<file path="config.mk">
export PLATFORM = sky130hd
export DESIGN_NAME = binary_to_roman_numeral_core
export DESIGN_NICKNAME = d
export VERILOG_FILES = /design/src/sv/b2r_pkg.sv /design/src/sv/binary_to_roman_numeral_core.sv
export SDC_FILE = /design/constraint.sdc
export NUM_CORES = 1
export LEC_CHECK = 0
export BUFFER_PORTS_ARGS = -buffer_cell sky130_fd_sc_hd__buf_2
export CORE_ASPECT_RATIO = 1.5
export CORE_UTILIZATION = 50
export CTS_BUF_LIST = sky130_fd_sc_hd__clkbuf_8
export DETAILED_ROUTE_END_ITERATION = 16
export HOLD_SLACK_MARGIN = 0.02
export PLACE_DENSITY = 0.68
export SETUP_SLACK_MARGIN = 0.1
export SYNTH_ARGS = -nofsm -noshare
export SYNTH_HDL_FRONTEND = slang
export SYNTH_SLANG_ARGS = --single-unit
</file>
<file path="constraint.sdc">
create_clock -name clk -period 4.6 [get_ports clk]
set_input_delay 0.46 -clock clk [delete_from_list [all_inputs] [get_ports clk]]
set_output_delay 0.46 -clock clk [all_outputs]
set_load 0.005 [all_outputs]
</file>
<file path="src/sv/b2r_pkg.sv">
// Shared constants and lookup functions for the binary to Roman numeral converter.
package b2r_pkg;

	localparam int unsigned VALUE_W  = 12;
	localparam int unsigned SYMBOL_W = 7;
	localparam int unsigned IDX_W    = 4;

	localparam logic [VALUE_W-1:0] MAX_VALUE = 12'd3999;
	localparam logic [IDX_W-1:0]   LAST_IDX  = 4'd12;

	localparam logic [SYMBOL_W-1:0] CH_NONE = 7'h00;
	localparam logic [SYMBOL_W-1:0] CH_M    = 7'h4D;
	localparam logic [SYMBOL_W-1:0] CH_D    = 7'h44;
	localparam logic [SYMBOL_W-1:0] CH_C    = 7'h43;
	localparam logic [SYMBOL_W-1:0] CH_L    = 7'h4C;
	localparam logic [SYMBOL_W-1:0] CH_X    = 7'h58;
	localparam logic [SYMBOL_W-1:0] CH_V    = 7'h56;
	localparam logic [SYMBOL_W-1:0] CH_I    = 7'h49;

	typedef enum logic [2:0] {
		ST_IDLE  = 3'b001,
		ST_CONV  = 3'b010,
		ST_FAULT = 3'b100
	} state_t;

	// Weight of each entry of the greedy table, largest first.
	function automatic logic [VALUE_W-1:0] entry_weight(input logic [IDX_W-1:0] idx);
		logic [VALUE_W-1:0] w;
		case (idx)
			4'd0:    w = 12'd1000;
			4'd1:    w = 12'd900;
			4'd2:    w = 12'd500;
			4'd3:    w = 12'd400;
			4'd4:    w = 12'd100;
			4'd5:    w = 12'd90;
			4'd6:    w = 12'd50;
			4'd7:    w = 12'd40;
			4'd8:    w = 12'd10;
			4'd9:    w = 12'd9;
			4'd10:   w = 12'd5;
			4'd11:   w = 12'd4;
			4'd12:   w = 12'd1;
			default: w = 12'd1;
		endcase
		return w;
	endfunction

	// Odd entries are the subtractive forms, which take two letters.
	function automatic logic entry_pair(input logic [IDX_W-1:0] idx);
		return idx[0] && (idx <= LAST_IDX);
	endfunction

	// Leading letter of a subtractive form.
	function automatic logic [SYMBOL_W-1:0] entry_lead(input logic [IDX_W-1:0] idx);
		logic [SYMBOL_W-1:0] c;
		case (idx)
			4'd1, 4'd3: c = CH_C;
			4'd5, 4'd7: c = CH_X;
			default:    c = CH_I;
		endcase
		return c;
	endfunction

	// Letter that completes an entry: the only letter of a plain entry.
	function automatic logic [SYMBOL_W-1:0] entry_tail(input logic [IDX_W-1:0] idx);
		logic [SYMBOL_W-1:0] c;
		case (idx)
			4'd0, 4'd1: c = CH_M;
			4'd2, 4'd3: c = CH_D;
			4'd4, 4'd5: c = CH_C;
			4'd6, 4'd7: c = CH_L;
			4'd8, 4'd9: c = CH_X;
			4'd10, 4'd11: c = CH_V;
			default:    c = CH_I;
		endcase
		return c;
	endfunction

endpackage

</file>
<file path="src/sv/binary_to_roman_numeral_core.sv">
// Binary to Roman numeral converter: greedy table walk over one shared subtractor.
// Once an item is accepted, the sequencer steps past every table entry whose weight is
// above the remainder and sends each letter through the output register; it takes no new
// item until its last letter has gone in, as every step uses the single compare and
// subtract unit. An out-of-range item gives one blank error result, and a stalled output
// holds back the letters. Reset (arst_n, asynchronous) idles the sequencer.
module binary_to_roman_numeral_core (
	input  logic                               clk,
	input  logic                               arst_n,
	input  logic                               in_valid,
	output logic                               in_stall,
	input  logic [b2r_pkg::VALUE_W-1:0]        value,
	output logic                               out_valid,
	input  logic                               out_stall,
	output logic [b2r_pkg::SYMBOL_W-1:0]       symbol,
	output logic                               last,
	output logic                               out_of_range
);

	b2r_pkg::state_t state_q;

	// Remainder still to be written as letters, and the current table entry.
	logic [b2r_pkg::VALUE_W-1:0] rem_q;
	logic [b2r_pkg::IDX_W-1:0]   idx_q;
	// Set once the leading letter of a subtractive form has gone out.
	logic                        half_q;

	logic                         out_valid_q;
	logic [b2r_pkg::SYMBOL_W-1:0] symbol_q;
	logic                         last_q;
	logic                         oor_q;

	logic                         in_accept;
	logic                         value_bad;
	logic                         slot_free;
	logic [b2r_pkg::VALUE_W-1:0]  weight;
	logic [b2r_pkg::VALUE_W:0]    diff;
	logic                         fits;
	logic                         pair;
	logic                         lead_step;
	logic                         rem_zero;
	logic                         emit;
	logic [b2r_pkg::SYMBOL_W-1:0] emit_symbol;
	logic                         emit_last;
	logic                         emit_oor;

	// The block takes a new item only when the sequencer is idle.
	assign in_stall  = (state_q != b2r_pkg::ST_IDLE);
	assign in_accept = in_valid && !in_stall;
	assign value_bad = (value == '0) || (value > b2r_pkg::MAX_VALUE);

	// The output register can take a new item when it is empty or being drained.
	assign slot_free = !out_valid_q || !out_stall;

	// The shared unit: one subtraction whose borrow doubles as the compare.
	assign weight = b2r_pkg::entry_weight(idx_q);
	assign diff   = {1'b0, rem_q} - {1'b0, weight};
	assign fits   = !diff[b2r_pkg::VALUE_W];
	assign pair   = b2r_pkg::entry_pair(idx_q);

	// The first letter of a subtractive form leaves the remainder alone; the
	// second one, or the sole letter of a plain entry, takes the weight off.
	assign lead_step = pair && !half_q;
	assign rem_zero  = (diff[b2r_pkg::VALUE_W-1:0] == '0);

	always_comb begin
		emit        = 1'b0;
		emit_symbol = b2r_pkg::CH_NONE;
		emit_last   = 1'b0;
		emit_oor    = 1'b0;
		unique case (state_q)
			b2r_pkg::ST_CONV: begin
				if (fits && slot_free) begin
					emit = 1'b1;
					if (lead_step) begin
						emit_symbol = b2r_pkg::entry_lead(idx_q);
					end else begin
						emit_symbol = b2r_pkg::entry_tail(idx_q);
						emit_last   = rem_zero;
					end
				end
			end
			b2r_pkg::ST_FAULT: begin
				if (slot_free) begin
					emit      = 1'b1;
					emit_last = 1'b1;
					emit_oor  = 1'b1;
				end
			end
			default: begin
				emit = 1'b0;
			end
		endcase
	end

	// Sequencer.
	always_ff @(posedge clk or negedge arst_n) begin
		if (!arst_n) begin
			state_q <= b2r_pkg::ST_IDLE;
			half_q  <= 1'b0;
		end else begin
			unique case (state_q)
				b2r_pkg::ST_IDLE: begin
					half_q <= 1'b0;
					if (in_accept) begin
						state_q <= value_bad ? b2r_pkg::ST_FAULT : b2r_pkg::ST_CONV;
					end
				end
				b2r_pkg::ST_CONV: begin
					if (emit) begin
						half_q <= lead_step;
						if (emit_last) begin
							state_q <= b2r_pkg::ST_IDLE;
						end
					end
				end
				b2r_pkg::ST_FAULT: begin
					if (emit) begin
						state_q <= b2r_pkg::ST_IDLE;
					end
				end
				default: begin
					state_q <= b2r_pkg::ST_IDLE;
				end
			endcase
		end
	end

	// Remainder and table position; these need no reset as they are loaded
	// whenever an item is accepted.
	always_ff @(posedge clk) begin
		if (in_accept) begin
			rem_q <= value;
			idx_q <= '0;
		end else if (state_q == b2r_pkg::ST_CONV) begin
			if (!fits) begin
				idx_q <= idx_q + 1'b1;
			end else if (emit && !lead_step) begin
				rem_q <= diff[b2r_pkg::VALUE_W-1:0];
			end
		end
	end

	// Output register.
	always_ff @(posedge clk or negedge arst_n) begin
		if (!arst_n) begin
			out_valid_q <= 1'b0;
		end else if (slot_free) begin
			out_valid_q <= emit;
		end
	end

	always_ff @(posedge clk) begin
		if (slot_free) begin
			symbol_q <= emit_symbol;
			last_q   <= emit_last;
			oor_q    <= emit_oor;
		end
	end

	assign out_valid    = out_valid_q;
	assign symbol       = symbol_q;
	assign last         = last_q;
	assign out_of_range = oor_q;

`ifndef SYNTHESIS
	// An error result is always a lone, blank, final item.
	a_oor_form: assert property (@(posedge clk) disable iff (!arst_n)
		(out_valid && out_of_range) |-> (last && (symbol == b2r_pkg::CH_NONE)))
		else $error("out-of-range item is not a blank final item");

	// While converting, something is always left to write and it is in range.
	a_rem_live: assert property (@(posedge clk) disable iff (!arst_n)
		(state_q == b2r_pkg::ST_CONV) |-> ((rem_q != '0) && (rem_q <= b2r_pkg::MAX_VALUE)))
		else $error("remainder left its legal range during conversion");

	// The table walk never runs past its final entry.
	a_idx_bound: assert property (@(posedge clk) disable iff (!arst_n)
		(state_q == b2r_pkg::ST_CONV) |-> (idx_q <= b2r_pkg::LAST_IDX))
		else $error("table index ran past the last entry");

	// A bad value sends the sequencer to the error state.
	a_bad_fault: assert property (@(posedge clk) disable iff (!arst_n)
		(in_accept && value_bad) |=> (state_q == b2r_pkg::ST_FAULT))
		else $error("bad value did not raise an error result");
`endif

endmodule

</file>
==> out/results.ini <==
[status]
outcome = complete, no violations

[worst_setup_path]
timing.critical_path.from = rem_q[0]$_DFFE_PP_
critPathBufInv = 2
worst_r2r_path_depth = 13
critPathMaxStageDelay_ns = 0.45
cp_data_required_time_ns = 4.79
critical_path_peak_fanout = 7
timing.critical_path.max_delay_family = compound AO/OA/AOI/OAI gates
timing.critical_path.cells = inv_1, ha_1, fa_1, nor2b_2, o31ai_1, a211oi_1, o21ai_0, a21oi_1, inv_1, ha_1, nand3_1, o21ai_0, mux2_2
critPathCapture = weight[3]$_DFF_P_
end_kind = flip-flop
crit_slowest_cell = sky130_fd_sc_hd__a21oi_1
r2r-end = weight[3]$_DFF_P_
worstReg2RegStart = rem_q[0]$_DFFE_PP_
setup.worst_path.class = flip-flop to flip-flop
rrSetupSlack_ns = 1.39
levels_on_crit_path = 13
worst-endpoint-arrival_ns = 3.41
crit_path_start_kind = flip-flop

[hold_path]
hold_path.class = primary input to flip-flop

[logic_synthesis]
yosys.cell_types.count = 56
post_synth_and_or_nand_nor_area_fraction = 0.1807
synth-edff-count = 20
muxShareOfSynthArea = 0.04102
synth_ff_type = sky130_fd_sc_hd__edfxtp_1
synth_seq_area_share = 0.4243
postSynthNetCount = 304
synth.cell_area_um2 = 2562
avgSynthCellArea_um2 = 9.597
synth_compound_area_frac = 0.1675
async_set_or_reset_register_ratio_after_synthesis = 0.1163
synth.ff_latch_count = 43
yosysWarnings = 0
post_synth_adder_cell_area = 0.1055
synth_top_family_by_area = simple AND/OR/NAND/NOR gates
synth_xor_xnor_area_share = 0.03418
syn_inst = 267

[sta]
setup_repair_after_global_routing_missed_its_margin = no
fin_worst_skew_ns = 0.01060
hold_ws_ns = 0.4192
max_clock_freq_mhz = 311.3
slew_viol_final = 0
hold_viol = 0
worst_slew_pin_slew_ns = 0.6524
final_min_period_over_clock_period = 0.6984
slew-limit-headroom = 0.5651
setup_tns_ns = 0
setup_violations = 0
post-route-min-period_ns = 3.213

[finish]
layout.cells.most_common = sky130_fd_sc_hd__nand2_1
finish.utilization = 0.5817
synthToLayoutAreaGrowth_pct = 10.94
mostFrequentLayoutCells = sky130_fd_sc_hd__nand2_1, sky130_fd_sc_hd__buf_2, sky130_fd_sc_hd__inv_1
drive_gt1_frac = 0.1797
antenna_cells = 0
num-nets-final = 331

[floorplanning]
design.portCount = 27
core_region_area_um2 = 4887
fp.dieH_um = 89.68
rows = 31
initial_core_util = 0.5243
die_width_um = 60.45
design.die.area_um2 = 5421

[power_and_ir_drop]
static-leakage-power_uw = 0.001205
worst_ir_drop_vdd_mv = 0.2385
power_uw = 1713
power_per_cell_area_nw_per_um2 = 602.5

[placement]
finalWeightedCongestion = 0.8687
port_buffers = 25
place.detailed.hpwl_mm = 4.206

[detailed_routing]
avgViaCountPerCell = 5.640
initialDrtViolationCount = 62
ant_nets = 0
routed-via-count = 2036
wl_per_cell_um = 15.15
drcViolationCount = 0
first_pass_iters = 4
routed_wirelength_mm = 5.470

[grt]
aggregate_global_routing_overflow = 0
first_global_vias = 1894
grt_antenna_before_repair = 0
grt_max_degree = 17
gr-usage-all-layers = 0.2172
first_pass_grt_wire_length_mm = 8.583

[job]
number_of_max_cap_violations = 0

[clock_tree]
root_buffer = sky130_fd_sc_hd__clkbuf_8
clock_sinks = 43
clk_path_buf_depth = 2
cts_buffers = 5
number_of_resized_instances_in_the_post_cts_repair_step = 0
path_clk_slew_ns = 0.09
cts_tree = built
worst_skew_pair.late_latency_ns = 0.31
h-tree-depth = 2

cells in the mapped netlist (2+ instances only):
library cell / instances / area, µm²
sky130_fd_sc_hd__and3_1: 2 / 12.51
sky130_fd_sc_hd__a211oi_1: 4 / 30.03
sky130_fd_sc_hd__inv_1: 21 / 78.83
sky130_fd_sc_hd__nand2_1: 29 / 108.9
sky130_fd_sc_hd__nor3_1: 5 / 25.02
sky130_fd_sc_hd__mux2i_1: 6 / 60.06
sky130_fd_sc_hd__o31ai_1: 2 / 15.01
sky130_fd_sc_hd__xnor2_1: 7 / 61.31
sky130_fd_sc_hd__a21oi_1: 12 / 60.06
sky130_fd_sc_hd__ha_1: 20 / 250.2
sky130_fd_sc_hd__o21ai_0: 18 / 90.09
sky130_fd_sc_hd__and2_1: 2 / 12.51
sky130_fd_sc_hd__dfrtp_1: 4 / 100.1
sky130_fd_sc_hd__o211ai_1: 2 / 15.01
sky130_fd_sc_hd__nor3b_1: 3 / 22.52
sky130_fd_sc_hd__nand3_1: 11 / 55.05
sky130_fd_sc_hd__o21a_1: 8 / 60.06
sky130_fd_sc_hd__nand4_1: 2 / 12.51
sky130_fd_sc_hd__a31o_2: 2 / 17.52
sky130_fd_sc_hd__nor2_1: 20 / 75.07
sky130_fd_sc_hd__clkbuf_1: 4 / 15.01
sky130_fd_sc_hd__nor4_1: 3 / 18.77
sky130_fd_sc_hd__xor2_1: 3 / 26.28
sky130_fd_sc_hd__dfxtp_1: 18 / 360.4
sky130_fd_sc_hd__nand2b_1: 2 / 12.51
sky130_fd_sc_hd__buf_4: 3 / 22.52
sky130_fd_sc_hd__nand4b_1: 3 / 26.28
sky130_fd_sc_hd__mux2_2: 4 / 45.04
sky130_fd_sc_hd__edfxtp_1: 20 / 600.6
metal layers:
metal / GRT usage / share of wire / up-vias
met5: 0 / 0 / -
met4: 0.09711 / 0.029 / 0
met3: 0.03009 / 0.021 / 15
met2: 0.3986 / 0.53 / 35
met1: 0.2430 / 0.42 / 974
li1: - / - / 1012
stage by stage:
| stage | area (µm²) | worst slack [ns] | instances |
|---|---|---|---|
| CTS | 2843 | 1.391 | 361 |
| global route | 2843 | 1.053 | 361 |
| global placement | 2740 | 1.555 | 352 |
| floorplan | 2562 | 1.385 | 267 |
| detailed placement | 2740 | 1.437 | 352 |
| finish | 2843 | 1.387 | 361 |
final cells by class:
| cell class | count | area [µm²] |
|---|---|---|
| fill | 453 | 2044 |
| multi-input combinational | 196 | 1359 |
| sequential | 43 | 1087 |
| timing repair buffer | 27 | 142.6 |
| tap | 66 | 82.58 |
| inverter | 21 | 78.83 |
| clock buffer | 5 | 68.82 |
| clock inverter | 3 | 23.77 |
where the power goes:
| group | internal, µW | switching (µW) |
|---|---|---|
| clock network | 109 | 143 |
| logic | 343 | 497 |
| registers | 567 | 53.5 |
| total | 1020 | 693 |
worst min-delay path, cell delays in order:
cell and delay [ns]:
sky130_fd_sc_hd__buf_2 0.11, sky130_fd_sc_hd__a21oi_1 0.06, sky130_fd_sc_hd__nand2_1 0.06
cells by family after synthesis:
kind of cell / count (synthesis)
AOI/OAI and AO/OA: 63
xor gates and xnor gates: 10
adders and majority gates: 21
buffers and inverters: 28
DFF: 43
muxes: 10
other: 1
and+or+nand+nor: 91
worst min path at each step:
stage,from,endpoint,slack (ns),cells past startpoint
final,out_stall,out_valid$_DFFE_PN0N_,0.42,3
after global routing,out_stall,out_valid$_DFFE_PN0N_,0.43,3
after CTS,out_stall,out_valid$_DFFE_PN0N_,0.41,3
after detailed placement,arst_n,state_q[2]$_DFFE_PN0P_,0.28,1
after global placement,arst_n,state_q[2]$_DFFE_PN0P_,0.28,1
after floorplan,arst_n,half_q$_DFFE_PN0P_,0.16,0
what timing repair did:
action / 4_1_cts / 5_1_grt
setup buffers: 0 / 0
endpoints found under the hold margin: 4 / 0
hold buffers: 1 / 0
Note: power is estimated with default switching activity, not from simulation.
